===== src/sv/assert_macros.svh =====
// ----------------------------------------------------------------------------
// assert_macros.svh
// Assertion macros shared by the scheduler modules. Each macro samples on
// clk and is disabled while arst_n is low.
// ----------------------------------------------------------------------------
`ifndef ASSERT_MACROS_SVH
`define ASSERT_MACROS_SVH

`ifndef NO_ASSERTIONS

// Property holds at every clock edge out of reset
`define CHK_HOLDS(lbl, prop) \
	lbl: assert property (@(posedge clk) disable iff (!arst_n) (prop)) \
		else $error("scheduler check failed");

// Consequent holds in the cycle after the antecedent
`define CHK_NEXT(lbl, ante, cons) \
	lbl: assert property (@(posedge clk) disable iff (!arst_n) (ante) |=> (cons)) \
		else $error("scheduler check failed");

`else

`define CHK_HOLDS(lbl, prop)
`define CHK_NEXT(lbl, ante, cons)

`endif

`endif


===== src/sv/rrtss_pkg.sv =====
// ----------------------------------------------------------------------------
// rrtss_pkg
// Types, constants and helpers of the round-robin thread slot scheduler.
// ----------------------------------------------------------------------------
`default_nettype none

package rrtss_pkg;

	// Table geometry
	localparam int SLOTS     = 8;
	localparam int ID_BITS   = 16;
	localparam int SLOT_BITS = (SLOTS > 1) ? $clog2(SLOTS) : 1;

	// Fixed port widths
	localparam int FUNC_BITS   = 2;
	localparam int TID_BITS    = 16;
	localparam int STATUS_BITS = 2;
	localparam int RUN_BITS    = 3;

	// Width of the id lookup compare (both sides zero-extended)
	localparam int CMP_BITS = (ID_BITS > TID_BITS) ? ID_BITS : TID_BITS;

	typedef enum logic [1:0] {
		SL_FREE     = 2'd0,
		SL_RUNNABLE = 2'd1,
		SL_RUNNING  = 2'd2,
		SL_ZOMBIE   = 2'd3
	} slot_st_t;

	typedef enum logic [FUNC_BITS-1:0] {
		FN_CREATE = 2'd0,
		FN_YIELD  = 2'd1,
		FN_FINISH = 2'd2,
		FN_JOIN   = 2'd3
	} func_t;

	typedef enum logic [STATUS_BITS-1:0] {
		RS_OK        = 2'd0,
		RS_NO_SLOT   = 2'd1,
		RS_NOT_FOUND = 2'd2,
		RS_PENDING   = 2'd3
	} res_t;

	typedef enum logic [3:0] {
		S_IDLE,
		S_CRE_SCAN,
		S_JOIN_SCAN,
		S_MARK,
		S_YSETUP,
		S_YSCAN,
		S_YFIX,
		S_YTAKE,
		S_DONE
	} state_t;

	typedef enum logic [3:0] {
		DP_NOP,
		DP_START,
		DP_STEP,
		DP_YSETUP,
		DP_MARK_ZOMBIE,
		DP_CREATE_HIT,
		DP_FREE_HIT,
		DP_YFIX,
		DP_YTAKE
	} dp_op_t;

	typedef struct packed {
		dp_op_t op;
		logic   set_res;
		res_t   code;
	} dp_cmd_t;

	typedef struct packed {
		logic probe_free;
		logic probe_runnable;
		logic probe_match;
		logic probe_zombie;
		logic scan_last;
	} dp_sts_t;

	// Next slot index, round-robin
	function automatic logic [SLOT_BITS-1:0] wrap_inc(input logic [SLOT_BITS-1:0] i);
		logic [SLOT_BITS-1:0] r;
		if (i == SLOT_BITS'(SLOTS - 1)) begin
			r = '0;
		end else begin
			r = i + 1'b1;
		end
		return r;
	endfunction

endpackage

`default_nettype wire


===== src/sv/rrtss_ctrl.sv =====
// ----------------------------------------------------------------------------
// rrtss_ctrl
// Request sequencer: walks create, yield, finish and join through the slot
// table one probe per cycle and drives the datapath by command.
// ----------------------------------------------------------------------------
`default_nettype none

`include "assert_macros.svh"

module rrtss_ctrl (
	input  wire logic                                 clk,
	input  wire logic                                 arst_n,
	input  wire logic                                 start,
	input  wire logic [rrtss_pkg::FUNC_BITS-1:0]      func,
	input  wire rrtss_pkg::dp_sts_t                   sts,
	output rrtss_pkg::dp_cmd_t                        cmd,
	output logic                                      busy,
	output logic                                      done
);

	rrtss_pkg::state_t state_q;
	rrtss_pkg::state_t state_d;
	rrtss_pkg::func_t  req;

	assign req = rrtss_pkg::func_t'(func);

	// Next state
	always_comb begin
		state_d = state_q;
		unique case (state_q)
			rrtss_pkg::S_IDLE: begin
				if (start) begin
					unique case (req)
						rrtss_pkg::FN_CREATE: state_d = rrtss_pkg::S_CRE_SCAN;
						rrtss_pkg::FN_YIELD:  state_d = rrtss_pkg::S_YSETUP;
						rrtss_pkg::FN_FINISH: state_d = rrtss_pkg::S_MARK;
						rrtss_pkg::FN_JOIN:   state_d = rrtss_pkg::S_JOIN_SCAN;
						default:              state_d = rrtss_pkg::S_IDLE;
					endcase
				end
			end
			rrtss_pkg::S_CRE_SCAN: begin
				if (sts.probe_free || sts.scan_last) begin
					state_d = rrtss_pkg::S_DONE;
				end
			end
			rrtss_pkg::S_JOIN_SCAN: begin
				priority if (sts.probe_match && sts.probe_zombie) begin
					state_d = rrtss_pkg::S_DONE;
				end else if (sts.probe_match) begin
					state_d = rrtss_pkg::S_YSETUP;
				end else if (sts.scan_last) begin
					state_d = rrtss_pkg::S_DONE;
				end else begin
					state_d = rrtss_pkg::S_JOIN_SCAN;
				end
			end
			rrtss_pkg::S_MARK:   state_d = rrtss_pkg::S_YSETUP;
			rrtss_pkg::S_YSETUP: state_d = rrtss_pkg::S_YSCAN;
			rrtss_pkg::S_YSCAN: begin
				priority if (sts.probe_runnable) begin
					state_d = rrtss_pkg::S_YFIX;
				end else if (sts.scan_last) begin
					state_d = rrtss_pkg::S_DONE;
				end else begin
					state_d = rrtss_pkg::S_YSCAN;
				end
			end
			rrtss_pkg::S_YFIX:  state_d = rrtss_pkg::S_YTAKE;
			rrtss_pkg::S_YTAKE: state_d = rrtss_pkg::S_DONE;
			rrtss_pkg::S_DONE:  state_d = rrtss_pkg::S_IDLE;
			default:            state_d = rrtss_pkg::S_IDLE;
		endcase
	end

	// Commands and strobes
	always_comb begin
		cmd.op      = rrtss_pkg::DP_NOP;
		cmd.set_res = 1'b0;
		cmd.code    = rrtss_pkg::RS_OK;
		busy        = (state_q != rrtss_pkg::S_IDLE);
		done        = 1'b0;
		unique case (state_q)
			rrtss_pkg::S_IDLE: begin
				if (start) begin
					cmd.op = rrtss_pkg::DP_START;
				end
			end
			rrtss_pkg::S_CRE_SCAN: begin
				priority if (sts.probe_free) begin
					cmd.op = rrtss_pkg::DP_CREATE_HIT;
				end else if (sts.scan_last) begin
					cmd.set_res = 1'b1;
					cmd.code    = rrtss_pkg::RS_NO_SLOT;
				end else begin
					cmd.op = rrtss_pkg::DP_STEP;
				end
			end
			rrtss_pkg::S_JOIN_SCAN: begin
				priority if (sts.probe_match && sts.probe_zombie) begin
					cmd.op = rrtss_pkg::DP_FREE_HIT;
				end else if (sts.probe_match) begin
					cmd.set_res = 1'b1;
					cmd.code    = rrtss_pkg::RS_PENDING;
				end else if (sts.scan_last) begin
					cmd.set_res = 1'b1;
					cmd.code    = rrtss_pkg::RS_NOT_FOUND;
				end else begin
					cmd.op = rrtss_pkg::DP_STEP;
				end
			end
			rrtss_pkg::S_MARK:   cmd.op = rrtss_pkg::DP_MARK_ZOMBIE;
			rrtss_pkg::S_YSETUP: cmd.op = rrtss_pkg::DP_YSETUP;
			rrtss_pkg::S_YSCAN: begin
				if (!sts.probe_runnable && !sts.scan_last) begin
					cmd.op = rrtss_pkg::DP_STEP;
				end
			end
			rrtss_pkg::S_YFIX:  cmd.op = rrtss_pkg::DP_YFIX;
			rrtss_pkg::S_YTAKE: cmd.op = rrtss_pkg::DP_YTAKE;
			rrtss_pkg::S_DONE:  done = 1'b1;
			default: begin
				busy = 1'b1;
			end
		endcase
	end

	// State register
	always_ff @(posedge clk or negedge arst_n) begin
		if (!arst_n) begin
			state_q <= rrtss_pkg::S_IDLE;
		end else begin
			state_q <= state_d;
		end
	end

	`CHK_NEXT(a_accept_goes_busy, start && !busy, busy)
	`CHK_NEXT(a_done_returns_idle, done, !busy && !done)
	`CHK_HOLDS(a_done_only_busy, !done || busy)

endmodule

`default_nettype wire


===== src/sv/rrtss_dp.sv =====
// ----------------------------------------------------------------------------
// rrtss_dp
// Scheduler datapath: slot status and id table, current slot, id counter,
// scan pointer and result registers, driven by sequencer commands.
// ----------------------------------------------------------------------------
`default_nettype none

`include "assert_macros.svh"

module rrtss_dp (
	input  wire logic                                 clk,
	input  wire logic                                 arst_n,
	input  wire rrtss_pkg::dp_cmd_t                   cmd,
	input  wire logic [rrtss_pkg::TID_BITS-1:0]       tid,
	output rrtss_pkg::dp_sts_t                        sts,
	output logic [rrtss_pkg::STATUS_BITS-1:0]         status,
	output logic [rrtss_pkg::TID_BITS-1:0]            new_tid,
	output logic [rrtss_pkg::RUN_BITS-1:0]            running_slot,
	output logic                                      switched
);

	rrtss_pkg::slot_st_t                 status_q [rrtss_pkg::SLOTS];
	logic [rrtss_pkg::ID_BITS-1:0]       id_q     [rrtss_pkg::SLOTS];
	logic [rrtss_pkg::SLOT_BITS-1:0]     cur_q;
	logic [rrtss_pkg::SLOT_BITS-1:0]     start_cur_q;
	logic [rrtss_pkg::SLOT_BITS-1:0]     ptr_q;
	logic [rrtss_pkg::SLOT_BITS-1:0]     cnt_q;
	logic [rrtss_pkg::ID_BITS-1:0]       next_id_q;
	logic [rrtss_pkg::TID_BITS-1:0]      tid_q;
	logic                                was_run_q;
	rrtss_pkg::res_t                     res_q;
	logic [rrtss_pkg::TID_BITS-1:0]      new_tid_q;

	logic [rrtss_pkg::SLOT_BITS-1:0]     rd_idx;
	rrtss_pkg::slot_st_t                 rd_st;
	logic [rrtss_pkg::ID_BITS-1:0]       rd_id;
	logic [rrtss_pkg::SLOTS-1:0]         run_vec;

	// Probe the table at the scan pointer
	assign rd_idx = ptr_q;
	assign rd_st  = status_q[rd_idx];
	assign rd_id  = id_q[rd_idx];

	// Probe status for the sequencer
	always_comb begin
		sts.probe_free     = (rd_st == rrtss_pkg::SL_FREE);
		sts.probe_runnable = (rd_st == rrtss_pkg::SL_RUNNABLE);
		sts.probe_zombie   = (rd_st == rrtss_pkg::SL_ZOMBIE);
		sts.probe_match    = (rd_st != rrtss_pkg::SL_FREE) &&
			(rrtss_pkg::CMP_BITS'(rd_id) == rrtss_pkg::CMP_BITS'(tid_q));
		sts.scan_last      = (cnt_q == rrtss_pkg::SLOT_BITS'(rrtss_pkg::SLOTS - 1));
	end

	// Running flags, one per slot
	always_comb begin
		for (int i = 0; i < rrtss_pkg::SLOTS; i++) begin
			run_vec[i] = (status_q[i] == rrtss_pkg::SL_RUNNING);
		end
	end

	// Result ports
	assign status       = res_q;
	assign new_tid      = new_tid_q;
	assign running_slot = rrtss_pkg::RUN_BITS'(cur_q);
	assign switched     = (cur_q != start_cur_q);

	// Table, counters and result registers
	always_ff @(posedge clk or negedge arst_n) begin
		if (!arst_n) begin
			for (int i = 0; i < rrtss_pkg::SLOTS; i++) begin
				status_q[i] <= rrtss_pkg::SL_FREE;
				id_q[i]     <= '0;
			end
			cur_q       <= '0;
			start_cur_q <= '0;
			ptr_q       <= '0;
			cnt_q       <= '0;
			next_id_q   <= rrtss_pkg::ID_BITS'(1);
			tid_q       <= '0;
			was_run_q   <= 1'b0;
			res_q       <= rrtss_pkg::RS_OK;
			new_tid_q   <= '0;
		end else begin
			if (cmd.set_res) begin
				res_q <= cmd.code;
			end
			unique case (cmd.op)
				rrtss_pkg::DP_NOP: begin
				end
				rrtss_pkg::DP_START: begin
					tid_q       <= tid;
					start_cur_q <= cur_q;
					res_q       <= rrtss_pkg::RS_OK;
					new_tid_q   <= '0;
					ptr_q       <= '0;
					cnt_q       <= '0;
				end
				rrtss_pkg::DP_STEP: begin
					ptr_q <= rrtss_pkg::wrap_inc(ptr_q);
					cnt_q <= cnt_q + 1'b1;
				end
				rrtss_pkg::DP_YSETUP: begin
					ptr_q     <= rrtss_pkg::wrap_inc(cur_q);
					cnt_q     <= '0;
					was_run_q <= (status_q[cur_q] == rrtss_pkg::SL_RUNNING);
				end
				rrtss_pkg::DP_MARK_ZOMBIE: begin
					status_q[cur_q] <= rrtss_pkg::SL_ZOMBIE;
				end
				rrtss_pkg::DP_CREATE_HIT: begin
					status_q[ptr_q] <= rrtss_pkg::SL_RUNNABLE;
					id_q[ptr_q]     <= next_id_q;
					new_tid_q       <= rrtss_pkg::TID_BITS'(next_id_q);
					// wrap from all ones back to one
					if (next_id_q == {rrtss_pkg::ID_BITS{1'b1}}) begin
						next_id_q <= rrtss_pkg::ID_BITS'(1);
					end else begin
						next_id_q <= next_id_q + 1'b1;
					end
				end
				rrtss_pkg::DP_FREE_HIT: begin
					status_q[ptr_q] <= rrtss_pkg::SL_FREE;
					id_q[ptr_q]     <= '0;
				end
				rrtss_pkg::DP_YFIX: begin
					if (was_run_q) begin
						status_q[cur_q] <= rrtss_pkg::SL_RUNNABLE;
					end
				end
				rrtss_pkg::DP_YTAKE: begin
					status_q[ptr_q] <= rrtss_pkg::SL_RUNNING;
					cur_q           <= ptr_q;
				end
				default: begin
				end
			endcase
		end
	end

	`CHK_HOLDS(a_next_id_nonzero, next_id_q != '0)
	`CHK_HOLDS(a_one_running, $countones(run_vec) <= 1)
	`CHK_NEXT(a_take_runs, cmd.op == rrtss_pkg::DP_YTAKE,
		status_q[cur_q] == rrtss_pkg::SL_RUNNING)

endmodule

`default_nettype wire


===== src/sv/round_robin_thread_slot_scheduler_unit.sv =====
// ----------------------------------------------------------------------------
// round_robin_thread_slot_scheduler_unit
// Thread slot table with create, round-robin yield, finish and join requests.
// ----------------------------------------------------------------------------
// A request is taken when start is high and busy is low; busy then stays high
// until the result, which appears for one cycle with done high and must be
// captured then, as the block cannot be held off. The sequencer probes one
// slot per cycle at the scan pointer, so the time from the accepting edge to
// the edge that ends the done cycle depends on the request and on where the
// scan stops. Create scans for a free slot and then ends; yield sets up the
// scan, scans for a runnable slot and on a hit makes the old running slot
// runnable and runs the new one, or on a miss ends; finish marks the current
// slot zombie and then yields; join ends on a zombie or a missing id, and on
// a live match sets pending and yields. Busy is low again the cycle after done.
// ----------------------------------------------------------------------------
`default_nettype none

module round_robin_thread_slot_scheduler_unit (
	input  wire logic                                 clk,
	input  wire logic                                 arst_n,
	input  wire logic                                 start,
	input  wire logic [rrtss_pkg::FUNC_BITS-1:0]      func,
	input  wire logic [rrtss_pkg::TID_BITS-1:0]       tid,
	output logic                                      busy,
	output logic                                      done,
	output logic [rrtss_pkg::STATUS_BITS-1:0]         status,
	output logic [rrtss_pkg::TID_BITS-1:0]            new_tid,
	output logic [rrtss_pkg::RUN_BITS-1:0]            running_slot,
	output logic                                      switched
);

	rrtss_pkg::dp_cmd_t cmd;
	rrtss_pkg::dp_sts_t sts;

	// Sequencer
	rrtss_ctrl u_ctrl (
		.clk    (clk),
		.arst_n (arst_n),
		.start  (start),
		.func   (func),
		.sts    (sts),
		.cmd    (cmd),
		.busy   (busy),
		.done   (done)
	);

	// Slot table and result registers
	rrtss_dp u_dp (
		.clk          (clk),
		.arst_n       (arst_n),
		.cmd          (cmd),
		.tid          (tid),
		.sts          (sts),
		.status       (status),
		.new_tid      (new_tid),
		.running_slot (running_slot),
		.switched     (switched)
	);

endmodule

`default_nettype wire

===== config.mk =====
export PLATFORM = sky130hd
export DESIGN_NAME = round_robin_thread_slot_scheduler_unit
export DESIGN_NICKNAME = d
export VERILOG_FILES = /design/src/sv/rrtss_pkg.sv /design/src/sv/rrtss_ctrl.sv /design/src/sv/rrtss_dp.sv /design/src/sv/round_robin_thread_slot_scheduler_unit.sv
export VERILOG_INCLUDE_DIRS = /design/src /design/src/sv
export SDC_FILE = /design/constraint.sdc
export NUM_CORES = 1
export LEC_CHECK = 0
export BUFFER_PORTS_ARGS = -buffer_cell sky130_fd_sc_hd__clkbuf_2
export CAP_MARGIN = 20
export CORE_MARGIN = 2
export CORE_UTILIZATION = 60
export DETAILED_ROUTE_END_ITERATION = 8
export GPL_TIMING_DRIVEN = 0
export PLACE_DENSITY_LB_ADDON = 0.1
export SLEW_MARGIN = 20
export SYNTH_ARGS = -nofsm -noshare
export SYNTH_HDL_FRONTEND = slang
export SYNTH_SLANG_ARGS = --single-unit

===== constraint.sdc =====
create_clock -name clk -period 3.8 [get_ports clk]
set_input_delay 0.19 -clock clk [delete_from_list [all_inputs] [get_ports clk]]
set_output_delay 0.19 -clock clk [all_outputs]
set_load 0.01 [all_outputs]

=== After elaboration in Yosys (flattened, before gate mapping) ===
Index checks and enable logic that the tools add are counted.

* Register bits after elaboration: 211
* Input bits: 21

* $add $sub $neg: 4
* $lt $le $gt $ge: 4
* Equality and inequality tests: 31
* Mux-type cells: 51
* Bitwise operators: 16
* Reduce and logical (&&, ||, !) cells: 23

{| class="wikitable"
|+ Operators by type and width
! cell !! number
|-
| $pmux W128 S2 || 1
|-
| $and A128 B128 Y128 || 1
|-
| $bwmux W128 || 1
|-
| $not A128 Y128 || 1
|-
| $mux W16 || 5
|-
| $pmux W16 S5 || 1
|-
| $pmux W4 S8 || 2
|-
| $bmux W16 S3 || 1
|-
| $demux W16 S3 || 1
|-
| $mux W4 || 10
|-
| $eq A4 B3 Y1 const B || 8
|-
| $pmux W16 S2 || 1
|-
| $and A8 B8 Y8 || 3
|-
| $not A8 Y8 || 3
|-
| $or A8 B8 Y8 || 3
|-
| $mux W3 || 7
|-
| $mux W2 || 10
|-
| $add A16 B1 Y16 const B || 1
|-
| $and A16 B16 Y16 || 1
|-
| $eq A16 B16 Y1 || 1
|-
| $eq A16 B16 Y1 const B || 1
|-
| $eq A4 B2 Y1 const B || 4
|-
| $not A16 Y16 || 1
|-
| $or A16 B16 Y16 || 1
|-
| other kinds (30) || 60
|}

=== Depth between registers and ports, before layout ===
Gate-level depths: netlist of run 1.

* Depth after elaboration: 12
* Mapped depth: 13
* Mapped depth without buffers: 9

=== Hierarchy ===
Synthesis of run 1 repeated with hierarchy kept, for this count alone.

* Cell total of the unflattened synthesis: 1034
* Area total of the unflattened synthesis: 10418.7 µm²

{| class="wikitable"
|+ Modules (own cells, without submodules)
! module !! instances !! cells each !! area an instance (µm²) !! sequential area each (µm²)
|-
| rrtss_dp || 1 || 975 || 9948.3 || 5181.2
|-
| rrtss_ctrl || 1 || 59 || 470.5 || 100.1
|}

=== Least setup slack after synthesis of run 1 ===
Ideal clock, no wire load.

* Kind: register -> register
* Start point: register u_dp.ptr_q[0] (netlist bit)
* End point: register u_dp.ptr_q[1] (netlist bit)
* Library setup time: 0.126 ns
* Arrival: 3.161 ns
* Path slack: 0.513 ns
* Cell stages (with the launch flop): 13
* Path through: dfrtp_1 buf_6 buf_6 mux4_2 mux2i_1 xor2_1 nand2_1 or4_4 nor4_4 buf_4 nor3_1 and4b_1 a221o_1

* Word-level cells in the longest chain between the ends: 11
* Elaborated cells on any way between the ends: 29
* Classes of those cells: add/sub (1); eq/ne (7); mux (13); bitwise (1); reduce/logical (7)

{| class="wikitable"
|+ RTL lines
! item !! line !! source
|-
| from (decl) || rrtss_dp.sv:26 || <nowiki>logic [rrtss_pkg::SLOT_BITS-1:0] ptr_q;</nowiki>
|-
| from (signal assigned) || rrtss_dp.sv:99 || <nowiki>ptr_q <= rrtss_pkg::wrap_inc(ptr_q);</nowiki>
|-
| from (signal assigned) || rrtss_dp.sv:103 || <nowiki>ptr_q <= rrtss_pkg::wrap_inc(cur_q);</nowiki>
|-
| $not A3 Y4 (not written as such) || rrtss_dp.sv:41, rrtss_dp.sv:42 ||
|-
| $bmux W16 S3 or $bmux W2 S3 (tied branches) || rrtss_dp.sv:42, rrtss_dp.sv:41 ||
|-
| $mux W16 (not written as such) or $mux W2 (tied branches) (2 in a row) || rrtss_dp.sv:42, rrtss_dp.sv:41 ||
|-
| $eq A16 B16 Y1, or another cell as far along || rrtss_dp.sv:50 || <nowiki>(rrtss_pkg::CMP_BITS'(rd_id) == rrtss_pkg::CMP_BITS'(tid_q));</nowiki>
|-
| $logic_and A1 B1 Y1 or $logic_not A1 Y1 (tied branches) || rrtss_dp.sv:49, rrtss_ctrl.sv:115 ||
|-
| $mux W4, or another cell as far along || rrtss_ctrl.sv:102 || <nowiki>end else if (sts.probe_match) begin</nowiki>
|-
| $mux W4 or $mux W2 (tied branches) || rrtss_ctrl.sv:100, rrtss_ctrl.sv:115 ||
|-
| $pmux W4 S8 || rrtss_ctrl.sv:83 || <nowiki>unique case (state_q)</nowiki>
|-
| $eq A4 B2 Y1 or $eq A4 B1 Y1 (tied branches) || rrtss_dp.sv:87 || <nowiki>unique case (cmd.op)</nowiki>
|-
| $pmux W3 S3 or $reduce_bool A3 Y1 (tied branches) || - ||
|}

Parallel ways exist; a longest one is shown, timed or not. The select of a mux whose other input is x is not followed.
A chain may end at the register's enable or synchronous reset.

=== Final worst setup path of run 1 ===
* Start point: register u_dp.ptr_q[0] (netlist bit)
* End point: register u_dp.status_q[8] (netlist bit)

* Word-level cells in the longest chain between the ends: 12
* Elaborated cells on any way between the ends: 40
* Classes of those cells: order compare (2); eq/ne (9); mux (14); bitwise (6); reduce/logical (9)

{| class="wikitable"
|+ RTL lines
! item !! line !! source
|-
| $not A3 Y4 (not written as such) (*) || - ||
|-
| $bmux W16 S3 or $bmux W2 S3 (tied branches) || rrtss_dp.sv:42, rrtss_dp.sv:41 ||
|-
| $mux W16 (not written as such) or $mux W2 (tied branches) (2 in a row) || rrtss_dp.sv:42, rrtss_dp.sv:41 ||
|-
| $eq A16 B16 Y1, or another cell as far along || rrtss_dp.sv:50 ||
|-
| $logic_and A1 B1 Y1 or $logic_not A1 Y1 (tied branches) || rrtss_dp.sv:49, rrtss_ctrl.sv:115 ||
|-
| $mux W4, or another cell as far along || rrtss_ctrl.sv:102 ||
|-
| $mux W4 or $mux W2 (tied branches) || rrtss_ctrl.sv:100, rrtss_ctrl.sv:115 ||
|-
| $pmux W4 S8 || rrtss_ctrl.sv:83 ||
|-
| $eq A4 B3 Y1 or $eq A4 B4 Y1 (tied branches) || rrtss_dp.sv:87 ||
|-
| $reduce_bool A5 Y1 (no line) or $ne A2 B1 Y1 (tied branches) || - ||
|-
| $reduce_and A2 Y1 (no line) || - ||
|-
| to (signal, indexed assignment) || rrtss_dp.sv:108 || <nowiki>status_q[cur_q] <= rrtss_pkg::SL_ZOMBIE;</nowiki>
|-
| to (signal, indexed assignment) || rrtss_dp.sv:111 || <nowiki>status_q[ptr_q] <= rrtss_pkg::SL_RUNNABLE;</nowiki>
|-
| to (signal, indexed assignment) || rrtss_dp.sv:122 || <nowiki>status_q[ptr_q] <= rrtss_pkg::SL_FREE;</nowiki>
|-
| to (decl) || rrtss_dp.sv:22 || <nowiki>rrtss_pkg::slot_st_t status_q [rrtss_pkg::SLOTS];</nowiki>
|}

Mark *: on every way between the ends. The rest lies on a longest branch, timed or not. The select of a mux whose other input is x is not followed.

==> results of run 1 <==
-- timing repair --
action,4_1_cts,5_1_grt
buffers inserted,5,5
hold buffers,18,0
setup endpoints to repair,170,158
endpoints found under the hold margin,83,0
cloned,1,0
gates resized for setup,33,24
pin swaps,6,4
-- final timing paths --
kind                                  from                   to  cells past startpoint
setup / recovery             u_dp.ptr_q[0]     u_dp.status_q[8]                     14
hold / removal                     func[0]    u_ctrl.state_q[0]                      4
setup reg to reg             u_dp.ptr_q[0]     u_dp.status_q[8]                     14
hold reg to reg            u_dp.new_tid[8]      u_dp.new_tid[8]                      2
max in group asynchronous           arst_n        u_dp.id_q[57]                      3
min in group asynchronous           arst_n  u_dp.start_cur_q[0]                      2
-- power by group through the flow --
stage                     sequential [uW]  clock (uW)  combinational [uW]
after floorplan                      2830           0                2250
after global placement               2900           0                3080
after detailed placement             2910           0                3160
after CTS                            2870        2290                3290
after global routing                 2930        2390                3750
final                                2880        2270                3470
-- cell usage in the layout (no fill, tap or decap), types with 11 or more instances in the layout --
cell / n
dfrtp_1: 209
a22o_1: 148
nand2_1: 58
clkbuf_1: 49
clkbuf_2: 47
o21ai_0: 31
nor2_1: 30
mux2i_1: 28
a21oi_1: 28
clkbuf_16: 25
mux2_2: 24
mux4_2: 22
nand3_1: 20
dlygate4sd3_1: 18
inv_1: 12
and3_1: 12
o22ai_1: 12
buf_4: 11
a22oi_1: 11
xor2_1: 11
-- registers in the layout (all words and copies together), names as in the netlist, 4 cells and up --
name and count:
u_dp.id_q 128, u_dp.new_tid 16, u_dp.next_id_q 16, u_dp.status_q 16, u_dp.tid_q 16, u_ctrl.state_q 4
-- layer usage --
metal / vias up / routed length, um / global-route usage (%)
met5: - / 0 / 0
met4: 0 / 1020 / 12.0
met3: 66 / 2100 / 5.84
met2: 392 / 14000 / 52.0
met1: 4219 / 12300 / 46.3
li1: 3673 / - / -
-- cell families (layout without fill, tap and decap cells) --
| family | count (synthesis) | after routing | share of synthesized area (%) |
|---|---|---|---|
| AOI/OAI and AO/OA | 292 | 292 | 22.0 |
| xor gates and xnor gates | 21 | 21 | 1.77 |
| adders and majority gates | 7 | 7 | 0.842 |
| buffers and inverters | 89 | 199 | 3.69 |
| DFF | 211 | 211 | 50.8 |
| muxes | 76 | 76 | 10.3 |
| and+or+nand+nor | 213 | 213 | 10.7 |
-- worst max-delay path, delay by kind of cell, from the launching register on --
kind                   cells  cell delay (ns)
AO/OA/AOI/OAI              6             1.66
multiplexers               1             0.32
flip-flops                 1             0.41
buffers and inverters      5             1.06
AND/OR/NAND/NOR            2             0.16
-- area by class of cell --
class / count / area share (%)
sequential: 211 / 43.2
multi-input combinational: 609 / 40.1
clock buffer: 31 / 5.39
timing repair buffer: 75 / 4.68
buffer: 69 / 3.01
tap: 225 / 2.30
clock inverter: 10 / 0.850
inverter: 14 / 0.430
-- per-stage QoR --
stage | setup TNS [ns] | instance area [sq um]
2_1_floorplan | 0 | 10400
3_3_place_gp | -437.60 | 10900
3_5_place_dp | -111.05 | 11000
4_1_cts | 0 | 12100
5_1_grt | -0.0209 | 12200
6_report | 0 | 12200
==> results.txt, run 1 <==
The flow ran to the end, and the final reports show no timing, DRC or antenna violations. The cell type of the slowest stage on the worst timing path was dfrtp_2. The number of antenna-violating nets in the routed design was 0. Setup repair after global routing could not meet its margin everywhere. Synthesis instantiated 72 different standard cells from the library.

For this design the total switching power over the nets is 3300 uW. The final-stage net count is 1032. The clock root buffer was clkbuf_16. The clock-pin transition on the worst setup and hold timing paths came out at 0.05 ns. Counting flops and latches in the post-synthesis netlist gives 211. Counting along the longest clock path gives a buffer depth of 3. After the first detailed-routing iteration, the DRC count stood at 681.

The detail-routed via count per cell works out to 6.71. IR analysis of the VDD net gives a maximum drop of 0.380 mV. The clock network burns 26.4% of the power. Across all setup checks in the final design, the least slack found is 0.0564 ns. Highest fanout seen on the critical path: 10.

The region available for standard cell placement spans 17100 sq um. The fraction of layout instances using a drive strength above 1 works out to 19.2%. Counting I/O delays and the setup requirement, the final critical path takes 3.74 ns. The reg2reg setup slack is 0.06 ns. The clock arrives with 0.0219 ns of skew. After detailed routing, the average wire length per cell comes to 23.7 um.

STA classifies the critical path endpoint as a flop. The die is 136 um tall. The latest clock arrival within the worst-skew pair is 0.53 ns, and the remaining max-slew budget at the tightest pin is 36.3%. The number of antenna violations at the first check in global routing is 0, and the internal cell power is 5330 uW. For the minimum setup slack after placement, the log shows -1.17 ns. The number of antenna diodes in the final layout is 0. The tools report the post-synthesis net count as 937. The critical path goes through buf_12 -> buf_6 -> buf_6 -> mux2i_1 -> nor2_1 -> o21ai_0 -> a31oi_1 -> o2111ai_4 -> nor4_4 -> buf_4 -> o31ai_4 -> clkbuf_4 -> a21oi_1 -> o2bb2a_1.

The number of I/O port buffers is 44. The per-instance average area after synthesis is 11.4 sq um, and the starting density of the core is 60.8%. The tools report the final wirelength as 29400 um. The die covers 18400 sq um.

The placed wire-length estimate after detailed placement is 19900 um, and the count of final hold-check violations is 0. Combinational logic is responsible for 40.2% of the overall power. The tools report the leftover overflow at the end of global routing as 0. The non-filler instance count after layout was 1244. On the worst path, the slowest cell contributes a delay of 0.41 ns. For the post-layout utilization of the core, the log shows 71.4%. Entering global routing, the biggest net connects 82 pins. The portion of the post-synthesis area used by sequential elements came out at 50.8%. TritonCTS built the clock tree.

The synthesized netlist occupies a cell area of 10400 sq um. Clock tree synthesis inserted a total of 24 buffers. Worst setup path category: reg -> reg. After filler insertion, the fill cell instance count of the layout stands at 1254. For this block, the via count after detailed routing is 8350. The synthesized design spends more area on one cell type than any other, namely dfrtp_1.

By count the netlist is led by dfrtp_1 (210), a22o_1 (148), nand2_1 (63), clkbuf_1 (56). Final routed DRC violation total: 0. The last weighted congestion value of the routability-driven placer is 0.938, and the H-tree depth is 1.

The portion of the clock cycle consumed by the worst path in the final layout came out at 98.5%. In the final layout, flip-flops and latches occupy 5280 sq um. The endpoint required time on the critical path was 4.19 ns; the total number of placement rows was 48. The worst hold path belongs to the class in -> reg.

Kind of launch point of the worst setup path: a flop. Once placement completed, the tool counted placed cells totaling 1180. The run gives 8108 as the number of global-route vias before repair.

The relative area change from synthesis to final layout works out to 17.5%. The share of total power consumed by net switching is 38.3%. For this design the static power due to leakage is 0.00552 uW. 45 I/O pins were placed. In the global route stage, overall resource usage came out at 33.0%.

For the final count of pins violating max slew, the log shows 0. Number of endpoints failing setup at the final stage: 0. The async set-reset flop share out of synthesis is 100%, and the data arrival time at the worst-slack endpoint is 4.13 ns. Synthesis handed over a netlist of 909 instances. Yosys mapped a number of flops with a built-in enable equal to 0.

The logs give 8630 uW for the total power of the final layout and 211 for the total number of clock tree sinks. Of the post-synthesis cell area, the dominant cell type holds 50.5%. The most common cell in the synthesized netlist is dfrtp_1. Cell repeated most along the worst path: buf_6. The pre-antenna-repair detailed-routing pass consisted of 5 iterations.

The wire length of the first global-routing pass was 46400 um. For this run, the number of Yosys warnings is 0. The transition time at the pin with the least slew margin was 0.949 ns; the max-cap check violation count was 0.

The floorplan step set the die width to 136 um. The final hold slack was 0.0292 ns. In this run the power density over the cells is 706 nW/um^2. In the synthesized netlist the dominant register cell turns out to be dfrtp_1. Sequential cells burn 33.4% of the power. Summing all multi-input logic gate instances after layout gives 4900 sq um. In the post-synthesis netlist, the biggest area contributors are dfrtp_1 (51%), a22o_1 (12%), mux4_2 (4.8%).

Based on the critical path, the design can be clocked at up to 267 MHz.
No activity file was read; power rests on OpenSTA's default activity.
==> inputs of run 2 (changes only) <==
- CORE_UTILIZATION: 60 -> 40
==> run 2 against run 1 <==
Effect of this change: routed wire length increased by 10%; final cell count increased by 11%; total power increased by 9.6%; sequential power increased by 1%; worst hold slack got worse by 0.0036 ns; non-clock buffer count increased by 25; via count decreased by 1.3%; final area increased by 6.2%; count of clock-buffer cells in the layout increased by 4; worst setup slack got worse by 0.034 ns; highest routed layer unchanged.
==> results.txt, run 2 (synthesis gave the netlist of run 1 again) <==
The non-filler instance count after layout is 1383 (+11%). The placed wire-length estimate after detailed placement was 21800 um (+9.6%); the sequential cell fraction of total power was 30.9% (-2.5 points). The run gives 21.8% (-14 points) as the remaining max-slew budget at the tightest pin. The power per standard cell area is 729 nW/um^2 (+3.2%). The endpoint required time on the critical path was 4.20 ns (about the same). The highest fanout seen on the critical path is 9 (-1). From synthesis to final layout, the design area changed by 24.7%.

The fraction of layout instances using a drive strength above 1 came out at 25.0% (+5.8 points). The share of total power consumed by net switching works out to 38.0% (-0.26 points). The number of DRC violations after detailed-routing iteration 0 was 631 (-7.3%); the maximum number of buffers from clock root to sink was 3 (unchanged). The number of cells after detailed placement came out at 1290 (+9.3%). The run gives 25800 sq um (+51%) as the core box area. Leaving out fill and tap cells, the most frequent cells in the layout are dfrtp_1 (208), a22o_1 (148), nand2_1 (57). The total power of the final layout was 9450 uW (+9.6%); the latest clock arrival within the worst-skew pair was 0.52 ns (about the same). The tools report the final-stage net count as 1058 (+2.5%). Clock tree synthesis selected as its root buffer the cell clkbuf_16. For the number of fill cells, the log shows 2342 (+87%). Setup repair after global routing could not meet its margin everywhere. The die extent in y was 165 um (+22%); the register area was 5280 sq um (about the same).

Kind of launch point of the worst setup path: a flop. The portion of the clock cycle consumed by the worst path in the final layout was 99.4% (+0.90 points). The worst clock skew came out at 0.0141 ns (-0.00784 ns). The max-cap check violation count was 0 (unchanged); the transition time at the pin with the least slew margin was 1.16 ns (+0.215 ns).

The maximum number of pins on one net before global-route repair was 76 (-7.3%); the power dissipated by switching net loads was 3590 uW (+8.8%). The number of I/O port buffers is 44 (unchanged). The total number of clock tree sinks is 211 (unchanged), and the area taken by multi-input logic gates is 5140 sq um (+5.0%). The critical path is of the reg -> reg type. The post-layout minimum cycle time was 3.78 ns (+0.0340 ns); the largest vdd supply drop was 0.417 mV (+9.8%). Final instance area: 13000 sq um (+6.2%). The final count of pins violating max slew was 0 (unchanged).

The worst hold path belongs to the class in -> reg. The sum of buffers and inverters on the critical path came out at 4 (-1). On the critical path, the stage with the largest delay is an instance of or4_4. The starting density of the core was 40.4% (-20 points); the count of TritonRoute iterations in the first routing pass was 5 (unchanged). TritonCTS built the clock tree. The worst setup path is captured at a flop.

Among the stages of the critical path, the cell type that occurs most often is buf_12. The run gives 0 (unchanged) as the final routed DRC violation total. The register with the highest flop count was u_dp.id_q. For the number of antenna-violating nets in the routed design, the log shows 0 (unchanged). The data arrival time at the worst-slack endpoint came out at 4.17 ns (+0.04 ns). The run gives 0.0256 ns (-0.00363 ns) as the final hold slack.

The logs give 45 (unchanged) for the number of ports placed on the die boundary and 0.02 ns (-0.03 ns) for the reg2reg setup slack. The biggest cell delay along the critical path is 0.55 ns (+0.14 ns). Number of endpoints failing setup at the final stage: 0 (unchanged).

Walking the worst path, the cells encountered are buf_12 -> buf_12 -> mux4_2 -> mux2i_2 -> xor2_1 -> nand4_1 -> or4_4 -> nor4_4 -> buf_4 -> o31ai_4 -> buf_6 -> o311a_1. The tools report the total number of placement rows as 59 (+23%). The final wirelength was 32400 um (+10%). The leakage power is 0.00577 uW (+4.5%), and the number of antenna cells inserted is 0 (unchanged). The run finished with clean final reports. The H-tree depth is 1 (unchanged). The tools report the logic gate share of total power as 42.2% (+2.0 points). Total track usage: 24.0% (-9.0 points). The flip-flop count of the largest register after layout was 128 (unchanged); the wire length of the first global-routing pass was 49700 um (+7.1%). The leftover overflow at the end of global routing is 0 (unchanged).

The average wire length per cell after detail routing works out to 23.4 um (-0.87%). Clock-pin transition on the worst setup and hold timing paths: 0.06 ns (about the same). The internal cell power is 5860 uW (+10%), and the number of vias in the routed layout is 8245 (-1.3%). The logs give 0.844 (-10%) for the last weighted congestion value of the routability-driven placer and 0 (unchanged) for the count of final hold-check violations. The sum of negative setup slack is 0 ns (unchanged). The tools report the number of antenna violations at the first check in global routing as 0 (unchanged). The die span in x is 165 um (+22%), and the CTS buffer count is 25 (+4.2%). The part of the total power dissipated in the clock network is 26.9% (+0.5 points). The most common cell after layout, fill and taps aside is dfrtp_1. Among cell families on the critical path, the largest total delay comes from simple AND/OR/NAND/NOR gates. The run gives 265 MHz (-0.90%) as the maximum frequency from static timing analysis. The detail-routed via count per cell works out to 5.96 (-11%).

The tools report the number of global-route vias before repair as 8250 (+1.8%). The total placed instance area is 11100 sq um (+1.3%), and the die area is 27300 sq um (+48%).
## run 2: cell types whose count changed in the layout (fill, tap and decap cells not counted), moves of 5 or more
cell | before | now
a21oi_1 | 28 | 23
buf_4 | 11 | 31
buf_6 | 3 | 10
clkbuf_1 | 49 | 44
clkbuf_8 | 3 | 8
o22ai_1 | 12 | 5
o2bb2a_1 | 8 | 1
o2bb2a_4 | 0 | 6
## run 2: cell type report
cell class | instances | area share, %
Sequential cell | 211 | 40.7
Multi-Input combinational cell | 609 | 39.7
Timing Repair Buffer | 96 | 5.91
Clock buffer | 35 | 5.57
Buffer | 73 | 3.27
Tap cell | 335 | 3.23
Clock inverter | 10 | 1.19
Inverter | 14 | 0.434
## run 2: per-stage QoR
stage                     worst slack, ns  util, %
after floorplan                     0.513        -
after global placement              -1.89     42.8
after detailed placement            -1.29     43.2
after CTS                         -0.0171     48.2
after global routing              -0.0868     50.4
final                              0.0224     50.4
## run 2: routing by layer
metal | vias to the layer above | wire length (um) | track usage (%)
met4 | 0 | 933 | 7.87
met5 | - | 0 | 0
li1 | 3731 | - | -
met1 | 4209 | 14800 | 34.3
met3 | 60 | 1660 | 2.95
met2 | 245 | 15100 | 38.0
## run 2: path summary, 6_finish.rpt
| kind | from | end | cells after the start |
|---|---|---|---|
| min reg2reg | u_dp.new_tid[10] | u_dp.new_tid[10] | 1 |
| max | u_dp.ptr_q[0] | u_dp.status_q[15] | 12 |
| min in group asynchronous | arst_n | u_dp.start_cur_q[1] | 2 |
| min | func[0] | u_ctrl.state_q[0] | 4 |
| max reg2reg | u_dp.ptr_q[0] | u_dp.status_q[15] | 12 |
| max in group asynchronous | arst_n | u_dp.next_id_q[0] | 4 |
## run 2: timing repair
item / 4_1_cts / 5_1_grt
endpoints found under the setup margin: 184 / 117
gates cloned: 0 / 4
hold buffers: 18 / 0
buffers inserted: 5 / 23
resized for setup: 53 / 82
hold endpoints to repair: 88 / 0
pin swaps: 5 / 20
## run 2: power groups by stage
stage,clock network [uW],logic (uW),registers [uW]
floorplan,0,2250,2830
global placement,0,3200,2930
detailed placement,0,3240,2930
CTS,2600,3410,2890
global route,2700,4310,2960
finish,2540,3990,2920
## run 2: worst min-delay path, stage by stage
cell	delay [ns]
clkbuf_2	0.10
nor2_1	0.04
nor2_1	0.08
o22ai_1	0.08
==> inputs of run 3 (changes only) <==
- SETUP_SLACK_MARGIN: not set -> 0.1
==> run 3 against run 2 <==
Effect of this change: non-clock buffer count up 3; final cell count grew 0.36%; final area increased by 0.41%; sequential share of layout area decreased by 0.17 points; total power shrank 0.83%; clock power hardly changed; utilization is 0.21 points higher.
==> results.txt, run 3 (synthesis gave the netlist of run 1 again) <==
Maximum number of pins on one net before global-route repair: 76 (unchanged). The maximum number of buffers from clock root to sink is 3 (unchanged). For the latest clock arrival within the worst-skew pair, the log shows 0.52 ns (about the same). From synthesis to final layout, the design area changed by 25.3%. The max-cap check violation count came out at 0 (unchanged). The run gives 40.4% (unchanged) as the starting density of the core. The last weighted congestion value of the routability-driven placer was 0.844 (unchanged).

The endpoint required time on the critical path was 4.19 ns (about the same); the final hold slack was 0.0231 ns (-0.00251 ns). The detail-routed via count per cell is 5.99 (+0.50%), and the average wire length per cell after detail routing is 23.6 um (+0.85%). Leaving out fill and tap cells, the most frequent cell in the layout is dfrtp_1. The sum of buffers and inverters on the critical path was 5 (+1); the maximum frequency from static timing analysis was 272 MHz (+2.8%). The run gives 11100 sq um (unchanged) as the total placed instance area. The number of ports placed on the die boundary came out at 45 (unchanged). The number of fill cells is 2340 (-0.085%). Walking the worst path, the cells encountered are buf_12 -> buf_12 -> mux4_2 -> mux2i_2 -> xor2_1 -> nand4_1 -> buf_4 -> nor4_2 -> buf_4 -> buf_4 -> nand4_1 -> a31o_2 -> and4b_1 -> a221o_1. The sum of negative setup slack came out at 0 ns (unchanged). Register with the highest flop count: u_dp.id_q. Capturing element type of the critical path: a flop. The logs give 4.07 ns (-0.10 ns) for the data arrival time at the worst-slack endpoint and 0 (unchanged) for the count of final hold-check violations.

Logic gate share of total power: 41.7% (-0.5 points). The core box area is 25800 sq um (unchanged), and the worst clock skew is 0.0109 ns (-0.00315 ns). The internal cell power is 5800 uW (-1.1%). For the part of the total power dissipated in the clock network, the log shows 27.2% (+0.3 points). Share of total power consumed by net switching: 38.1% (+0.15 points).

The number of antenna cells inserted came out at 0 (unchanged). The number of cells after detailed placement is 1290 (unchanged). The number of endpoints failing setup at the final stage was 0 (unchanged); the count of TritonRoute iterations in the first routing pass was 5 (unchanged). The logs give 21800 um (unchanged) for the placed wire-length estimate after detailed placement and 59 (unchanged) for the total number of placement rows.

The tools report the total track usage as 24.2% (+0.28 points). The tools report the leakage power as 0.00579 uW (+0.36%). The power per standard cell area is 720 nW/um^2 (-1.2%).

Final-stage net count: 1063 (+0.47%). The run gives 0 (unchanged) as the number of antenna-violating nets in the routed design. The tools report the largest vdd supply drop as 0.411 mV (-1.6%). The total number of clock tree sinks was 211 (unchanged); the post-layout minimum cycle time was 3.68 ns (-0.102 ns). The tools report the die area as 27300 sq um (unchanged).

Setup repair after global routing could not meet its margin everywhere. The final routed DRC violation total is 0 (unchanged). The final instance area was 13000 sq um (+0.41%). The final wirelength came out at 32800 um (+1.2%). Final count of pins violating max slew: 0 (unchanged).

The root buffer cell chosen for the clock tree is clkbuf_16. The transition time at the pin with the least slew margin was 1.13 ns (-0.0384 ns); the fraction of layout instances using a drive strength above 1 was 25.7% (+0.74 points). The number of I/O port buffers is 44 (unchanged), and the clock-pin transition on the worst setup and hold timing paths is 0.06 ns (about the same).

Worst setup path category: reg -> reg. The portion of the clock cycle consumed by the worst path in the final layout works out to 96.7% (-2.7 points). The run finished with clean final reports. The biggest cell delay along the critical path is 0.52 ns (-0.03 ns). STA classifies the critical path startpoint as a flop. The path class of the tightest hold or removal check is in -> reg.

Leaving out fill and tap cells, the most frequent cells in the layout are dfrtp_1 (208), a22o_1 (148), nand2_1 (57). The wire length of the first global-routing pass was 50200 um (+1.0%); the sequential cell fraction of total power was 31.2% (+0.3 points). The die span in x was 165 um (unchanged). The highest fanout seen on the critical path was 6 (-3); the number of vias in the routed layout was 8316 (+0.86%).

Power dissipated by switching net loads: 3580 uW (-0.44%). For the number of antenna violations at the first check in global routing, the log shows 0 (unchanged). Among the stages of the critical path, the cell type that occurs most often is buf_4. The die extent in y was 165 um (unchanged); the CTS buffer count was 25 (unchanged). The remaining max-slew budget at the tightest pin was 24.4% (+2.6 points); the number of DRC violations after detailed-routing iteration 0 was 586 (-7.1%).

The flip-flop count of the largest register after layout works out to 128 (unchanged). The H-tree depth came out at 1 (unchanged). For the number of global-route vias before repair, the log shows 8347 (+1.2%). The tools report the leftover overflow at the end of global routing as 0 (unchanged).

The largest individual stage delay along the critical path comes from the cell mux4_2. The cell family contributing the most delay on the critical path is simple AND/OR/NAND/NOR gates. TritonCTS built the clock tree. The tools report the non-filler instance count after layout as 1388 (+0.36%).
## run 3: changes by cell type in the layout (fill, tap and decap cells not counted), moves of 3 or more
cell,previous run,this run
buf_4,31,28
buf_6,10,16
clkbuf_1,44,41
clkbuf_2,51,54
## run 3: worst register-to-register path, stage by stage (launching register included)
cell     delay (ns)
dfrtp_2        0.39
buf_12         0.14
buf_12         0.13
mux4_2         0.52
mux2i_2        0.21
xor2_1         0.27
nand4_1        0.23
buf_4          0.20
nor4_2         0.24
buf_4          0.17
buf_4          0.09
nand4_1        0.18
a31o_2         0.33
and4b_1        0.20
a221o_1        0.25
## run 3: power groups by stage
stage | clock network, uW | registers (uW) | logic [uW]
CTS | 2600 | 2900 | 3560
global route | 2690 | 2960 | 4240
detailed placement | 0 | 2930 | 3240
global placement | 0 | 2930 | 3200
floorplan | 0 | 2830 | 2250
finish | 2550 | 2920 | 3910
## run 3: final timing paths
path	depth (start not counted)	from	slack, ns	to
min	4	func[0]	0.02	u_ctrl.state_q[0]
min reg2reg	1	u_dp.new_tid[10]	0.50	u_dp.new_tid[10]
max	14	u_dp.ptr_q[0]	0.12	u_dp.ptr_q[1]
max reg2reg	14	u_dp.ptr_q[0]	0.12	u_dp.ptr_q[1]
max in group asynchronous	4	arst_n	2.36	u_dp.next_id_q[0]
min in group asynchronous	2	arst_n	0.27	u_dp.start_cur_q[1]
## run 3: final cells by class
cell class	count	area [sq um]	area share (%)
Buffer	75	470	3.61
Timing Repair Buffer	97	756	5.80
Clock inverter	10	154	1.18
Inverter	14	56.3	0.432
Clock buffer	35	723	5.55
Sequential cell	211	5280	40.6
Multi-Input combinational cell	611	5160	39.6
Tap cell	335	419	3.22
## run 3: layer usage
layer / track usage, % / part of all wire [%]
met1: 34.1 / 45
met2: 38.8 / 47
met3: 3.22 / 5.6
met4: 8.34 / 2.8
met5: 0 / 0
## run 3: metrics by stage
stage / utilization [%] / power, uW / setup WS (ns)
2_1_floorplan: - / 5080 / 0.513
3_3_place_gp: 42.8 / 6130 / -1.89
3_5_place_dp: 43.2 / 6170 / -1.29
4_1_cts: 48.9 / 9060 / 0.0210
5_1_grt: 50.6 / 9900 / 0.00874
6_report: 50.6 / 9380 / 0.125
## run 3: repair_timing
action | in CTS | in global routing
setup buffers | 17 | 12
hold buffers | 18 | 0
hold endpoints to repair | 88 | 0
setup endpoints to repair | 185 | 129
pin swaps | 28 | 30
gates resized for setup | 73 | 88
cloned | 3 | 3
